$ cat config.mk
export PLATFORM = sky130hd
export DESIGN_NAME = modal_menu_input_router
export DESIGN_NICKNAME = d
export VERILOG_FILES = /design/src/mmir_pkg.sv /design/src/modal_menu_input_router.sv /design/src/mmir_queue.sv /design/src/mmir_front.sv /design/src/mmir_back.sv
export SDC_FILE = /design/constraint.sdc
export NUM_CORES = 1
export LEC_CHECK = 0
export BUFFER_PORTS_ARGS = -buffer_cell sky130_fd_sc_hd__buf_2
export CAP_MARGIN = 20
export CORE_MARGIN = 2
export CORE_UTILIZATION = 55
export CTS_CLUSTER_DIAMETER = 30
export CTS_CLUSTER_SIZE = 14
export DETAILED_ROUTE_END_ITERATION = 7
export MAX_ROUTING_LAYER = met4
export PLACE_DENSITY_LB_ADDON = 0.12
export SLEW_MARGIN = 10
export SYNTH_ARGS = -nofsm -noshare
export SYNTH_HDL_FRONTEND = slang
export SYNTH_SLANG_ARGS = --single-unit
$ cat constraint.sdc
create_clock -name clock -period 7.89 [get_ports clock]
set_input_delay 1.578 -clock clock [delete_from_list [all_inputs] [get_ports clock]]
set_output_delay 1.578 -clock clock [all_outputs]
set_load 0.02 [all_outputs]
$ cat src/mmir_pkg.sv
// Package for the modal menu input router: shared types, action and direction
// codes, register map and sizing constants.
// No dependencies; every other file of the block imports it.
package mmir_pkg;

   // Most actions that one frame may produce, and the width of a count up to it.
   localparam int MAX_ACTIONS_BOUND = 16;
   localparam int CAP_W = ($clog2(MAX_ACTIONS_BOUND + 1) > 5) ?
                          $clog2(MAX_ACTIONS_BOUND + 1) : 5;

   // Queue between the front and the back; depth must be a power of two.
   localparam int QUEUE_DEPTH = 4;
   localparam int QPTR_W      = $clog2(QUEUE_DEPTH);

   // Stream and register port widths.
   localparam int REQ_TDATA_W = 64;
   localparam int RSP_TDATA_W = 8;
   localparam int CSR_ADDR_W  = 5;
   localparam int CSR_DATA_W  = 32;

   // Repeat countdown: signed milliseconds, saturating at its most negative value.
   localparam int CD_W = 20;
   localparam logic [CD_W-1:0] CD_MIN = {1'b1, {(CD_W-1){1'b0}}};

   // Held direction codes.
   localparam logic [2:0] DIR_UP    = 3'd0;
   localparam logic [2:0] DIR_DOWN  = 3'd1;
   localparam logic [2:0] DIR_LEFT  = 3'd2;
   localparam logic [2:0] DIR_RIGHT = 3'd3;
   localparam logic [2:0] DIR_NONE  = 3'd4;

   // Menu action codes.
   localparam logic [3:0] ACT_START     = 4'd6;
   localparam logic [3:0] ACT_ACCEPT    = 4'd4;
   localparam logic [3:0] ACT_CANCEL    = 4'd5;
   localparam logic [3:0] ACT_PREV_TAB  = 4'd7;
   localparam logic [3:0] ACT_NEXT_TAB  = 4'd8;
   localparam logic [3:0] ACT_SECONDARY = 4'd9;
   localparam logic [3:0] ACT_TERTIARY  = 4'd10;
   localparam logic [3:0] ACT_PREV_PAGE = 4'd11;
   localparam logic [3:0] ACT_NEXT_PAGE = 4'd12;

   // Register indexes on the configuration port.
   localparam logic [2:0] REG_ENGAGE      = 3'd0;
   localparam logic [2:0] REG_RELEASE     = 3'd1;
   localparam logic [2:0] REG_FIRST_DELAY = 3'd2;
   localparam logic [2:0] REG_PERIOD      = 3'd3;
   localparam logic [2:0] REG_BLOCK       = 3'd4;
   localparam logic [2:0] REG_MAX_ACTIONS = 3'd5;

   // Register reset values.
   localparam logic [14:0] ENGAGE_RESET      = 15'd16384;
   localparam logic [14:0] RELEASE_RESET     = 15'd9830;
   localparam logic [15:0] FIRST_DELAY_RESET = 16'd400;
   localparam logic [15:0] PERIOD_RESET      = 16'd120;
   localparam logic [14:0] BLOCK_RESET       = 15'd11469;
   localparam logic [4:0]  MAX_ACTIONS_RESET = 5'd16;

   typedef struct packed {
      logic [14:0] engage_level;
      logic [14:0] release_level;
      logic [15:0] first_repeat_delay;
      logic [15:0] repeat_period;
      logic [14:0] block_level;
      logic [4:0]  max_actions;
   } cfg_type;

   // One action word as it travels through the queue.
   typedef struct packed {
      logic       last;
      logic [3:0] action;
   } item_type;

   typedef enum logic [1:0] {
      FR_IDLE,
      FR_EVAL,
      FR_EMIT
   } fr_state_type;

endpackage

$ cat src/modal_menu_input_router.sv
// Top level of the modal menu input router: configuration registers, front,
// action queue and back. Depends on mmir_pkg, mmir_front, mmir_queue, mmir_back.
// Sequence per frame: take the word, evaluate it, produce its actions one at a time, then push
// the held final action, if any; no new frame word is taken until the frame is closed.
// The back drains one action a cycle from a four-word queue while rsp_tready is high;
// only back-pressure stalls the front.
// Reset: synchronous; registers return to their defaults and all navigator state clears.
module modal_menu_input_router import mmir_pkg::*; (
   input  logic                   clock,
   input  logic                   reset,
   input  logic                   req_tvalid,
   output logic                   req_tready,
   input  logic [REQ_TDATA_W-1:0] req_tdata,  // stick_x, stick_y, buttons, elapsed_ms
   input  logic                   req_tuser,  // modal_active
   output logic                   rsp_tvalid,
   input  logic                   rsp_tready,
   output logic [RSP_TDATA_W-1:0] rsp_tdata,  // action
   output logic                   rsp_tlast,  // last_action
   input  logic                   csr_psel,
   input  logic                   csr_penable,
   input  logic                   csr_pwrite,
   input  logic [CSR_ADDR_W-1:0]  csr_paddr,
   input  logic [CSR_DATA_W-1:0]  csr_pwdata,
   output logic [CSR_DATA_W-1:0]  csr_prdata,
   output logic                   csr_pready
);

   cfg_type    cfg_ff, cfg_in;
   logic       csr_write;
   logic [2:0] reg_idx;
   logic       q_push, q_full, q_pop, q_empty;
   item_type   q_in_item, q_out_item;

   // Register writes complete in the access cycle.
   assign csr_pready = 1'b1;
   assign csr_write  = csr_psel && csr_penable && csr_pwrite && csr_pready;
   assign reg_idx    = csr_paddr[CSR_ADDR_W-1:2];

   always_comb begin
      cfg_in = cfg_ff;
      if (csr_write) begin
         case (reg_idx)
            REG_ENGAGE:      cfg_in.engage_level       = csr_pwdata[14:0];
            REG_RELEASE:     cfg_in.release_level      = csr_pwdata[14:0];
            REG_FIRST_DELAY: cfg_in.first_repeat_delay = csr_pwdata[15:0];
            REG_PERIOD:      cfg_in.repeat_period      = csr_pwdata[15:0];
            REG_BLOCK:       cfg_in.block_level        = csr_pwdata[14:0];
            REG_MAX_ACTIONS: cfg_in.max_actions        = csr_pwdata[4:0];
            default:         cfg_in = cfg_ff;
         endcase
      end
   end

   // Read back of the selected register.
   always_comb begin
      case (reg_idx)
         REG_ENGAGE:      csr_prdata = {17'd0, cfg_ff.engage_level};
         REG_RELEASE:     csr_prdata = {17'd0, cfg_ff.release_level};
         REG_FIRST_DELAY: csr_prdata = {16'd0, cfg_ff.first_repeat_delay};
         REG_PERIOD:      csr_prdata = {16'd0, cfg_ff.repeat_period};
         REG_BLOCK:       csr_prdata = {17'd0, cfg_ff.block_level};
         REG_MAX_ACTIONS: csr_prdata = {27'd0, cfg_ff.max_actions};
         default:         csr_prdata = '0;
      endcase
   end

   always_ff @(posedge clock) begin
      if (reset) begin
         cfg_ff.engage_level       <= ENGAGE_RESET;
         cfg_ff.release_level      <= RELEASE_RESET;
         cfg_ff.first_repeat_delay <= FIRST_DELAY_RESET;
         cfg_ff.repeat_period      <= PERIOD_RESET;
         cfg_ff.block_level        <= BLOCK_RESET;
         cfg_ff.max_actions        <= MAX_ACTIONS_RESET;
      end else begin
         cfg_ff <= cfg_in;
      end
   end

   // Frame evaluation and action generation.
   mmir_front u_front (
      .clock      (clock),
      .reset      (reset),
      .req_tvalid (req_tvalid),
      .req_tready (req_tready),
      .req_tdata  (req_tdata),
      .req_tuser  (req_tuser),
      .cfg        (cfg_ff),
      .q_push     (q_push),
      .q_item     (q_in_item),
      .q_full     (q_full)
   );

   // Queue between the two halves.
   mmir_queue u_queue (
      .clock     (clock),
      .reset     (reset),
      .push      (q_push),
      .push_item (q_in_item),
      .full      (q_full),
      .pop       (q_pop),
      .pop_item  (q_out_item),
      .empty     (q_empty)
   );

   // Result stream output register.
   mmir_back u_back (
      .clock      (clock),
      .reset      (reset),
      .q_item     (q_out_item),
      .q_empty    (q_empty),
      .q_pop      (q_pop),
      .rsp_tvalid (rsp_tvalid),
      .rsp_tready (rsp_tready),
      .rsp_tdata  (rsp_tdata),
      .rsp_tlast  (rsp_tlast)
   );

endmodule

$ cat src/mmir_queue.sv
// Short first-in first-out queue of action words between the front and the back.
// Depends on mmir_pkg for the word type and the depth.
module mmir_queue import mmir_pkg::*; (
   input  logic     clock,
   input  logic     reset,
   input  logic     push,
   input  item_type push_item,
   output logic     full,
   input  logic     pop,
   output item_type pop_item,
   output logic     empty
);

   item_type           slot_ff [QUEUE_DEPTH];
   logic [QPTR_W-1:0]  wr_ptr_ff, wr_ptr_in;
   logic [QPTR_W-1:0]  rd_ptr_ff, rd_ptr_in;
   logic [QPTR_W:0]    fill_ff, fill_in;
   logic               do_push, do_pop;

   // Occupancy flags and the word at the head.
   assign full     = (fill_ff == (QPTR_W+1)'(QUEUE_DEPTH));
   assign empty    = (fill_ff == '0);
   assign pop_item = slot_ff[rd_ptr_ff];
   assign do_push  = push && !full;
   assign do_pop   = pop && !empty;

   // Pointer and fill count updates.
   always_comb begin
      wr_ptr_in = do_push ? wr_ptr_ff + 1'b1 : wr_ptr_ff;
      rd_ptr_in = do_pop ? rd_ptr_ff + 1'b1 : rd_ptr_ff;
      fill_in   = fill_ff;
      if (do_push && !do_pop) begin
         fill_in = fill_ff + 1'b1;
      end else if (do_pop && !do_push) begin
         fill_in = fill_ff - 1'b1;
      end
   end

   always_ff @(posedge clock) begin
      if (reset) begin
         wr_ptr_ff <= '0;
         rd_ptr_ff <= '0;
         fill_ff   <= '0;
      end else begin
         wr_ptr_ff <= wr_ptr_in;
         rd_ptr_ff <= rd_ptr_in;
         fill_ff   <= fill_in;
      end
   end

   // Storage needs no reset.
   always_ff @(posedge clock) begin
      if (do_push) begin
         slot_ff[wr_ptr_ff] <= push_item;
      end
   end

endmodule

$ cat src/mmir_front.sv
// Front of the router: takes a controller frame, updates the navigator and
// button state, then produces the frame's actions one per cycle into the queue while it has room.
// Depends on mmir_pkg.
module mmir_front import mmir_pkg::*; (
   input  logic                   clock,
   input  logic                   reset,
   input  logic                   req_tvalid,
   output logic                   req_tready,
   input  logic [REQ_TDATA_W-1:0] req_tdata,
   input  logic                   req_tuser,
   input  cfg_type                cfg,
   output logic                   q_push,
   output item_type               q_item,
   input  logic                   q_full
);

   function automatic logic [15:0] mag16(input logic [15:0] v);
      mag16 = v[15] ? (~v + 16'd1) : v;
   endfunction

   function automatic logic is_pos(input logic [15:0] v);
      is_pos = (v != 16'd0) && !v[15];
   endfunction

   // Action code for each bit of the pending mask, lowest bit first.
   function automatic logic [3:0] post_code(input logic [2:0] idx);
      logic [3:0] code;
      case (idx)
         3'd0:    code = ACT_ACCEPT;
         3'd1:    code = ACT_CANCEL;
         3'd2:    code = ACT_PREV_TAB;
         3'd3:    code = ACT_NEXT_TAB;
         3'd4:    code = ACT_SECONDARY;
         3'd5:    code = ACT_TERTIARY;
         3'd6:    code = ACT_PREV_PAGE;
         default: code = ACT_NEXT_PAGE;
      endcase
      return code;
   endfunction

   fr_state_type      fr_state_ff, fr_state_in;

   // Frame held for evaluation.
   logic [15:0]       sx_ff, sy_ff, ms_ff;
   logic [8:0]        btn_ff;
   logic              modal_ff;

   // Navigator and button state.
   logic [2:0]        held_ff, held_in;
   logic [CD_W-1:0]   cd_ff, cd_in;
   logic              acc_prev_ff, acc_prev_in, can_prev_ff, can_prev_in;
   logic              start_prev_ff, start_prev_in, modal_prev_ff, modal_prev_in;
   logic              stick_blk_ff, stick_blk_in;
   logic [7:0]        btn_blk_ff, btn_blk_in;
   logic [5:0]        extra_prev_ff, extra_prev_in;
   logic [1:0]        tab_pend_ff, tab_pend_in;
   logic              chord_ff, chord_in;

   // Emission plan for the current frame.
   logic [CAP_W-1:0]  cap_ff, cap_in, count_ff, count_in;
   logic              start_pend_ff, start_pend_in;
   logic              dir_pend_ff, dir_pend_in;
   logic              rep_mode_ff, rep_mode_in;
   logic [7:0]        post_ff, post_in;
   logic              hold_valid_ff, hold_valid_in;
   logic [3:0]        hold_act_ff, hold_act_in;

   // Frame classification.
   logic [CAP_W-1:0]  cap;
   logic              fire_start, over, rst_nav, nav_called, changed, chord_press;
   logic [7:0]        bl8, btn_blk0, btn_blk1, down_all;
   logic [2:0]        held0, now_dir;
   logic [CD_W-1:0]   cd0, c_sat;
   logic [CD_W:0]     c_sub;
   logic              acc_prev0, can_prev0, stick_blk0, stick_blk1, chord0, chord1;
   logic [5:0]        extra_prev0;
   logic [1:0]        tab_pend0, tab_pend1, tab_pend2, fire_tab;
   logic [15:0]       x_eff, y_eff, ax, ay;
   logic [14:0]       th;
   logic              rep_pend, pend_any, room, can_go;
   logic [2:0]        post_idx;

   // Capacity of this frame, clamped to the bound.
   assign cap = (CAP_W'(cfg.max_actions) > CAP_W'(MAX_ACTIONS_BOUND)) ?
                CAP_W'(MAX_ACTIONS_BOUND) : CAP_W'(cfg.max_actions);

   // Edges, blocking and the navigator reset on modal entry and while no modal is active.
   assign fire_start = btn_ff[2] && !start_prev_ff;
   assign bl8        = {btn_ff[8:3], btn_ff[1:0]};
   assign over       = (mag16(sx_ff) > {1'b0, cfg.block_level}) ||
                       (mag16(sy_ff) > {1'b0, cfg.block_level});
   assign rst_nav    = !modal_ff || !modal_prev_ff;

   assign held0       = rst_nav ? DIR_NONE : held_ff;
   assign cd0         = rst_nav ? '0 : cd_ff;
   assign acc_prev0   = rst_nav ? 1'b0 : acc_prev_ff;
   assign can_prev0   = rst_nav ? 1'b0 : can_prev_ff;
   assign stick_blk0  = rst_nav ? over : stick_blk_ff;
   assign btn_blk0    = rst_nav ? bl8 : btn_blk_ff;
   assign extra_prev0 = rst_nav ? 6'd0 : extra_prev_ff;
   assign tab_pend0   = rst_nav ? 2'd0 : tab_pend_ff;
   assign chord0      = rst_nav ? 1'b0 : chord_ff;

   assign stick_blk1 = modal_ff ? (stick_blk0 && over) : stick_blk0;
   assign btn_blk1   = modal_ff ? (btn_blk0 & bl8) : btn_blk0;
   assign down_all   = bl8 & ~btn_blk1;

   // The navigator runs only if the start action left room in the list.
   assign nav_called = modal_ff && !(fire_start && (cap == CAP_W'(1)));

   // Dominant axis with hysteresis; a blocked stick reads as centred.
   assign x_eff   = stick_blk1 ? 16'd0 : sx_ff;
   assign y_eff   = stick_blk1 ? 16'd0 : sy_ff;
   assign ax      = mag16(x_eff);
   assign ay      = mag16(y_eff);
   assign th      = (held0 == DIR_NONE) ? cfg.engage_level : cfg.release_level;
   always_comb begin
      if ((ax < {1'b0, th}) && (ay < {1'b0, th})) begin
         now_dir = DIR_NONE;
      end else if (ax >= ay) begin
         now_dir = is_pos(x_eff) ? DIR_RIGHT : DIR_LEFT;
      end else begin
         now_dir = is_pos(y_eff) ? DIR_UP : DIR_DOWN;
      end
   end
   assign changed = (now_dir != held0);

   // Countdown after this frame's time, held at its floor.
   assign c_sub = {cd0[CD_W-1], cd0} - {{(CD_W-15){1'b0}}, ms_ff};
   assign c_sat = ($signed(c_sub) < $signed({1'b1, CD_MIN})) ? CD_MIN : c_sub[CD_W-1:0];

   // Tab buttons fire on release; pressing both at once cancels both.
   assign chord_press = btn_ff[3] && btn_ff[4];
   assign chord1      = chord0 || chord_press;
   assign tab_pend1   = chord_press ? 2'd0 : tab_pend0;
   always_comb begin
      for (int i = 0; i < 2; i++) begin
         fire_tab[i]  = !down_all[i+2] && tab_pend1[i] && !chord1;
         tab_pend2[i] = down_all[i+2] && (tab_pend1[i] || (!extra_prev0[i] && !chord1));
      end
   end

   // Emission bookkeeping.
   assign rep_pend = rep_mode_ff && (cd_ff[CD_W-1] || (cd_ff == '0));
   assign pend_any = start_pend_ff || dir_pend_ff || rep_pend || (post_ff != 8'd0);
   assign room     = (count_ff != cap_ff);
   assign can_go   = !hold_valid_ff || !q_full;

   // Lowest pending bit of the fixed actions.
   always_comb begin
      post_idx = 3'd0;
      for (int i = 7; i >= 0; i--) begin
         if (post_ff[i]) begin
            post_idx = 3'(i);
         end
      end
   end

   // Sequencer: next state and the word handed to the queue.
   always_comb begin
      fr_state_in   = fr_state_ff;
      held_in       = held_ff;
      cd_in         = cd_ff;
      acc_prev_in   = acc_prev_ff;
      can_prev_in   = can_prev_ff;
      start_prev_in = start_prev_ff;
      modal_prev_in = modal_prev_ff;
      stick_blk_in  = stick_blk_ff;
      btn_blk_in    = btn_blk_ff;
      extra_prev_in = extra_prev_ff;
      tab_pend_in   = tab_pend_ff;
      chord_in      = chord_ff;
      cap_in        = cap_ff;
      count_in      = count_ff;
      start_pend_in = start_pend_ff;
      dir_pend_in   = dir_pend_ff;
      rep_mode_in   = rep_mode_ff;
      post_in       = post_ff;
      hold_valid_in = hold_valid_ff;
      hold_act_in   = hold_act_ff;
      req_tready    = 1'b0;
      q_push        = 1'b0;
      q_item.last   = 1'b0;
      q_item.action = hold_act_ff;
      case (fr_state_ff)
         FR_IDLE: begin
            req_tready = 1'b1;
            if (req_tvalid) begin
               fr_state_in = FR_EVAL;
            end
         end
         FR_EVAL: begin
            fr_state_in   = FR_EMIT;
            cap_in        = cap;
            count_in      = '0;
            start_pend_in = 1'b0;
            dir_pend_in   = 1'b0;
            rep_mode_in   = 1'b0;
            post_in       = 8'd0;
            // A frame with no capacity leaves the navigator and button state alone.
            if (cap != '0) begin
               start_pend_in = fire_start;
               start_prev_in = btn_ff[2];
               modal_prev_in = modal_ff;
               stick_blk_in  = stick_blk1;
               btn_blk_in    = btn_blk1;
               held_in       = held0;
               cd_in         = cd0;
               acc_prev_in   = acc_prev0;
               can_prev_in   = can_prev0;
               extra_prev_in = extra_prev0;
               tab_pend_in   = tab_pend0;
               chord_in      = chord0;
               if (nav_called) begin
                  if (changed) begin
                     held_in     = now_dir;
                     cd_in       = {{(CD_W-16){1'b0}}, cfg.first_repeat_delay};
                     dir_pend_in = (now_dir != DIR_NONE);
                  end else if (held0 != DIR_NONE) begin
                     cd_in       = c_sat;
                     rep_mode_in = 1'b1;
                  end
                  acc_prev_in = down_all[0];
                  can_prev_in = down_all[1];
                  post_in[0]  = down_all[0] && !acc_prev0;
                  post_in[1]  = down_all[1] && !can_prev0;
               end
               if (modal_ff) begin
                  post_in[3:2]  = fire_tab;
                  post_in[7:4]  = down_all[7:4] & ~extra_prev0[5:2];
                  extra_prev_in = down_all[7:2];
                  tab_pend_in   = tab_pend2;
                  chord_in      = chord1 && (btn_ff[3] || btn_ff[4]);
               end
            end
         end
         FR_EMIT: begin
            if (room && pend_any) begin
               // Each new action pushes the one before it, which is then not last.
               if (can_go) begin
                  q_push        = hold_valid_ff;
                  hold_valid_in = 1'b1;
                  count_in      = count_ff + 1'b1;
                  if (start_pend_ff) begin
                     hold_act_in   = ACT_START;
                     start_pend_in = 1'b0;
                  end else if (dir_pend_ff) begin
                     hold_act_in = {1'b0, held_ff};
                     dir_pend_in = 1'b0;
                  end else if (rep_pend) begin
                     hold_act_in = {1'b0, held_ff};
                     cd_in       = cd_ff + {{(CD_W-16){1'b0}}, cfg.repeat_period};
                  end else begin
                     hold_act_in = post_code(post_idx);
                     post_in     = post_ff & (post_ff - 8'd1);
                  end
               end
            end else if (!hold_valid_ff) begin
               fr_state_in = FR_IDLE;
            end else if (!q_full) begin
               // The word still held is the frame's final action.
               q_push        = 1'b1;
               q_item.last   = 1'b1;
               hold_valid_in = 1'b0;
               fr_state_in   = FR_IDLE;
            end
         end
         default: begin
            fr_state_in = FR_IDLE;
         end
      endcase
   end

   always_ff @(posedge clock) begin
      if (reset) begin
         fr_state_ff   <= FR_IDLE;
         held_ff       <= DIR_NONE;
         cd_ff         <= '0;
         acc_prev_ff   <= 1'b0;
         can_prev_ff   <= 1'b0;
         start_prev_ff <= 1'b0;
         modal_prev_ff <= 1'b0;
         stick_blk_ff  <= 1'b0;
         btn_blk_ff    <= 8'd0;
         extra_prev_ff <= 6'd0;
         tab_pend_ff   <= 2'd0;
         chord_ff      <= 1'b0;
         cap_ff        <= '0;
         count_ff      <= '0;
         start_pend_ff <= 1'b0;
         dir_pend_ff   <= 1'b0;
         rep_mode_ff   <= 1'b0;
         post_ff       <= 8'd0;
         hold_valid_ff <= 1'b0;
      end else begin
         fr_state_ff   <= fr_state_in;
         held_ff       <= held_in;
         cd_ff         <= cd_in;
         acc_prev_ff   <= acc_prev_in;
         can_prev_ff   <= can_prev_in;
         start_prev_ff <= start_prev_in;
         modal_prev_ff <= modal_prev_in;
         stick_blk_ff  <= stick_blk_in;
         btn_blk_ff    <= btn_blk_in;
         extra_prev_ff <= extra_prev_in;
         tab_pend_ff   <= tab_pend_in;
         chord_ff      <= chord_in;
         cap_ff        <= cap_in;
         count_ff      <= count_in;
         start_pend_ff <= start_pend_in;
         dir_pend_ff   <= dir_pend_in;
         rep_mode_ff   <= rep_mode_in;
         post_ff       <= post_in;
         hold_valid_ff <= hold_valid_in;
      end
   end

   // Frame capture and the held action word carry no reset.
   always_ff @(posedge clock) begin
      hold_act_ff <= hold_act_in;
      if (req_tvalid && req_tready) begin
         sx_ff    <= req_tdata[15:0];
         sy_ff    <= req_tdata[31:16];
         btn_ff   <= req_tdata[40:32];
         ms_ff    <= req_tdata[56:41];
         modal_ff <= req_tuser;
      end
   end

   a_push_has_room: assert property (@(posedge clock) disable iff (reset)
      q_push |-> !q_full)
      else $error("front pushed a word into a full queue");

   a_count_within_cap: assert property (@(posedge clock) disable iff (reset)
      (fr_state_ff == FR_EMIT) |-> (count_ff <= cap_ff))
      else $error("more actions produced than the frame may hold");

   a_last_closes_frame: assert property (@(posedge clock) disable iff (reset)
      (q_push && q_item.last) |=> ((fr_state_ff == FR_IDLE) && !hold_valid_ff))
      else $error("frame did not close after its final action");

   a_accept_starts_clean: assert property (@(posedge clock) disable iff (reset)
      (req_tvalid && req_tready) |=> ((fr_state_ff == FR_EVAL) && !hold_valid_ff))
      else $error("frame accepted while an action was still held");

endmodule

$ cat src/mmir_back.sv
// Back of the router: takes action words from the queue and presents them on
// the result stream through an output register. Depends on mmir_pkg.
module mmir_back import mmir_pkg::*; (
   input  logic                   clock,
   input  logic                   reset,
   input  item_type               q_item,
   input  logic                   q_empty,
   output logic                   q_pop,
   output logic                   rsp_tvalid,
   input  logic                   rsp_tready,
   output logic [RSP_TDATA_W-1:0] rsp_tdata,
   output logic                   rsp_tlast
);

   logic     valid_ff, valid_in;
   item_type item_ff;

   // Load a new word whenever the register is empty or being drained.
   assign q_pop    = !q_empty && (!valid_ff || rsp_tready);
   assign valid_in = q_pop ? 1'b1 : (valid_ff && !rsp_tready);

   always_ff @(posedge clock) begin
      if (reset) begin
         valid_ff <= 1'b0;
      end else begin
         valid_ff <= valid_in;
      end
   end

   always_ff @(posedge clock) begin
      if (q_pop) begin
         item_ff <= q_item;
      end
   end

   assign rsp_tvalid = valid_ff;
   assign rsp_tdata  = {{(RSP_TDATA_W-4){1'b0}}, item_ff.action};
   assign rsp_tlast  = item_ff.last;

endmodule
==> flow_summary_export.csv <==
group,metric,value,unit
outcome,status,"finished clean",
layout,antennaDiodeCount,0,
clock_tree,cts_setup_buffers,0,
synthesis,yosysMostFrequentCell,"nand2_1",
floorplan,initial_core_util,0.560,
worst_setup_path,crit_fanout,15,
clock_tree,cts_root_buffer,"clkbuf_16",
worst_setup_path,slowest_delay,0.60,ns
clock_tree,cts_tree,"yes",
floorplan,die_w,172,um
synthesis,ys_top_cells_by_count,"nand2_1 (258), a21oi_1 (168), nor2_1 (160)",
synthesis,synth.ff_latch_count,246,
worst_setup_path,cp_slowest_cell,"or4_1",
synthesis,syn_area_per_cell,8.53,um2
flow_run,drv_cap,0,
synthesis,synth_top_flop_cell,"dfxtp_1",
worst_setup_path,timing.critical_path.to_type,"register",
synthesis,yosys_warnings,0,
min_path,hold_class,"register to register",
grt,grt_pass1_vias,13000,
floorplan,core_area,27900,um2
placement,pre_cts_ws,0.186,ns
sta,final_hold_viol_count,0,
route,drc_errors,0,
route,viasPerCell,5.94,
synthesis,synth_top_area_share,0.204,
worst_setup_path,setup.worst_path.start_class,"register",
floorplan,rows,61,
sta,setup_viol,0,
power_and_ir_drop,power.share.switching,0.293,
synthesis,ys_top_cells_by_area,"dfxtp_1 (20%), edfxtp_1 (17%), ha_1 (9.5%), nand2_1 (6.2%), a21oi_1 (5.4%)",
worst_setup_path,crit_type,"register to register",
grt,antenna_found_initial,0,
layout,area_growth,19.3,%
floorplan,die_area,29700,um2
power_and_ir_drop,ir_drop,0.175,mV
sta,rsz0062_at_grt,"false",
power_and_ir_drop,internal-power,3.46,mW
worst_setup_path,path_buf_inv,5,
clock_tree,cts_buffers,58,
sta,fin_crit,7.27,ns
clock_tree,clk_latency,0.58,ns
worst_setup_path,critical_path_required,8.37,ns
route,wl_per_cell,19.0,um
route,ant_nets,0,
clock_tree,cts.sinks,246,
worst_setup_path,rrSetupSlack,0.62,ns
placement,io_buffers,106,
worst_setup_path,arrival,7.75,ns
grt,grt_overflow,0,
sta,tns,0,ns
synthesis,yosys.area.top_type,"dfxtp_1",
sta,slew_violations,0,
synthesis,synthDistinctLibCells,83,
clock_tree,clkTransAtPathRegs,0.05,ns
power_and_ir_drop,p_leak,7.71,nW
power_and_ir_drop,power.switching,1.43,mW
synthesis,synthArstFlopShare,0,
grt,grt_start_max_net_pins,91,
layout,nNetsFinal,2174,
power_and_ir_drop,power_frac_clock,0.495,
clock_tree,ctsHoldBuffers,0,
route,dr.pass1.iters,5,
clock_tree,clk_path_buf_depth,3,
clock_tree,htree_levels,2,
route,vias,14100,
power_and_ir_drop,seqPwrFrac,0.304,
synthesis,syn_area,15600,um2
synthesis,synth_edf_count,87,
route,wl,45000,um
power_and_ir_drop,pwr-share-comb,0.201,
sta,fin_crit_sh,0.921,
placement,dp_hpwl,32200,um
sta,tightestPinTransition,0.950,ns
synthesis,postSynthCellCount,1830,
floorplan,num_io_pins,153,
layout,drive_above_1_share,0.146,
layout,fill_cells,2333,
sta,slew_headroom,0.367,
sta,finalClockSkew,0.0184,ns
power_and_ir_drop,p_per_area,263,nW/um2
floorplan,dieHeight,172,um
sta,fmax,138,MHz
synthesis,ys_seq_area_frac,0.371,
grt,track_usage,0.305,
placement,finalWeightedCongestion,0.963,
sta,fin_ws,0.621,ns
route,drt_first_iter_violations,1193,
grt,grt_pass1_wl,68800,um
worst_setup_path,crit_family,"compound AO/OA/AOI/OAI gates",
-- power by group through the flow --
stage,Sequential [mW],Clock [mW],Combinational (mW)
final,1.49,2.42,0.982
after global routing,1.50,2.51,1.08
after CTS,1.49,2.45,0.946
after detailed placement,1.51,0,0.938
after global placement,1.51,0,0.915
after floorplan,1.49,0,0.675
-- path summary, 6_finish.rpt --
kind | from | to | cells past startpoint
worst max register to register | u_front.sy_ff[5] | u_front.cd_ff[0] | 33
worst max-delay path | u_front.sy_ff[5] | u_front.cd_ff[0] | 33
worst min-delay path | u_front.start_prev_ff | u_front.start_prev_ff | 2
worst min register to register | u_front.start_prev_ff | u_front.start_prev_ff | 2
-- state kept, by name, indices dropped and copies added (netlist names), 2 cells and up --
register and flops:
u_front.sy_ff 16, cfg_ff 82, u_front.cap_ff 5, u_back.rsp_tdata 4, u_queue.wr_ptr_ff 2, u_front.extra_prev_ff 6
u_front.count_ff 5, u_queue.rd_ptr_ff 2, u_front.sx_ff 16, u_front.post_ff 8, u_front.btn_ff 9, u_front.btn_blk_ff 8
u_queue.fill_ff 3, u_front.fr_state_ff 2, u_front.ms_ff 16, u_front.cd_ff 20, u_queue.slot_ff 20, u_front.hold_act_ff 4
u_front.held_ff 3, u_front.tab_pend_ff 2
-- worst min-delay path: stages (launching register included) --
cell and delay, ns:
dfxtp_1 0.31, nand2_1 0.05, a21oi_1 0.05
-- final cells by class --
cell class	count	area [um2]	area share
Clock buffer	76	1630	0.0875
Clock inverter	32	397	0.0213
Inverter	83	312	0.0167
Multi-Input combinational cell	1407	9150	0.492
Sequential cell	246	5800	0.311
Tap cell	378	473	0.0254
Timing Repair Buffer	147	861	0.0462
-- cells in the final DEF, fill, tap and decap left out, types with 14 or more instances in the layout --
cell	count
a211oi_1	20
a21o_1	18
a21oi_1	167
a22oi_1	14
and2_1	22
and3_1	23
buf_2	105
buf_4	40
clkbuf_16	59
conb_1	21
dfxtp_1	159
edfxtp_1	87
ha_1	118
inv_1	83
mux2i_1	46
nand2_1	258
nand2b_1	23
nand3_1	48
nand3b_1	16
nor2_1	159
nor2b_1	24
nor3_1	44
o211ai_1	16
o21ai_0	73
xnor2_1	48
xor2_1	34
-- through the flow --
| stage | power [mW] | instance area (um2) | util | hold WS [ns] | instances |
|---|---|---|---|---|---|
| 2_1_floorplan | 2.17 | 15700 | - | 0.436 | 1849 |
| 3_3_place_gp | 2.42 | 16500 | 0.592 | 0.442 | 2259 |
| 3_5_place_dp | 2.45 | 16500 | 0.592 | 0.448 | 2259 |
| 4_1_cts | 4.88 | 18500 | 0.664 | 0.455 | 2367 |
| 5_1_grt | 5.09 | 18600 | 0.668 | 0.480 | 2369 |
| 6_report | 4.89 | 18600 | 0.668 | 0.458 | 2369 |
-- cell families after synthesis --
family                   after synthesis  share of synthesized area
AO/OA/AOI/OAI                        448                      0.183
XOR/XNOR                              82                     0.0460
adder cells (fa/ha/maj)              122                     0.0993
buffers and inverters                196                     0.0533
flip-flops                           246                      0.371
multiplexers                          56                     0.0418
other                                  2                   0.000481
AND/OR/NAND/NOR                      678                      0.205
-- what timing repair did --
| item | in CTS | in global routing |
|---|---|---|
| gates resized for setup | 0 | 19 |
| endpoints found under the hold margin | 0 | 0 |
| endpoints found under the setup margin | 0 | 23 |
-- per-layer routing --
| metal | vias to the layer above | GRT usage | part of all wire |
|---|---|---|---|
| met2 | 617 | 0.484 | 0.46 |
| met1 | 6584 | 0.392 | 0.42 |
| li1 | 6755 | - | - |
| met3 | 114 | 0.0552 | 0.083 |
| met5 | - | - | 0 |
| met4 | 0 | 0.108 | 0.032 |
Note: power is estimated with default switching activity, not from simulation.
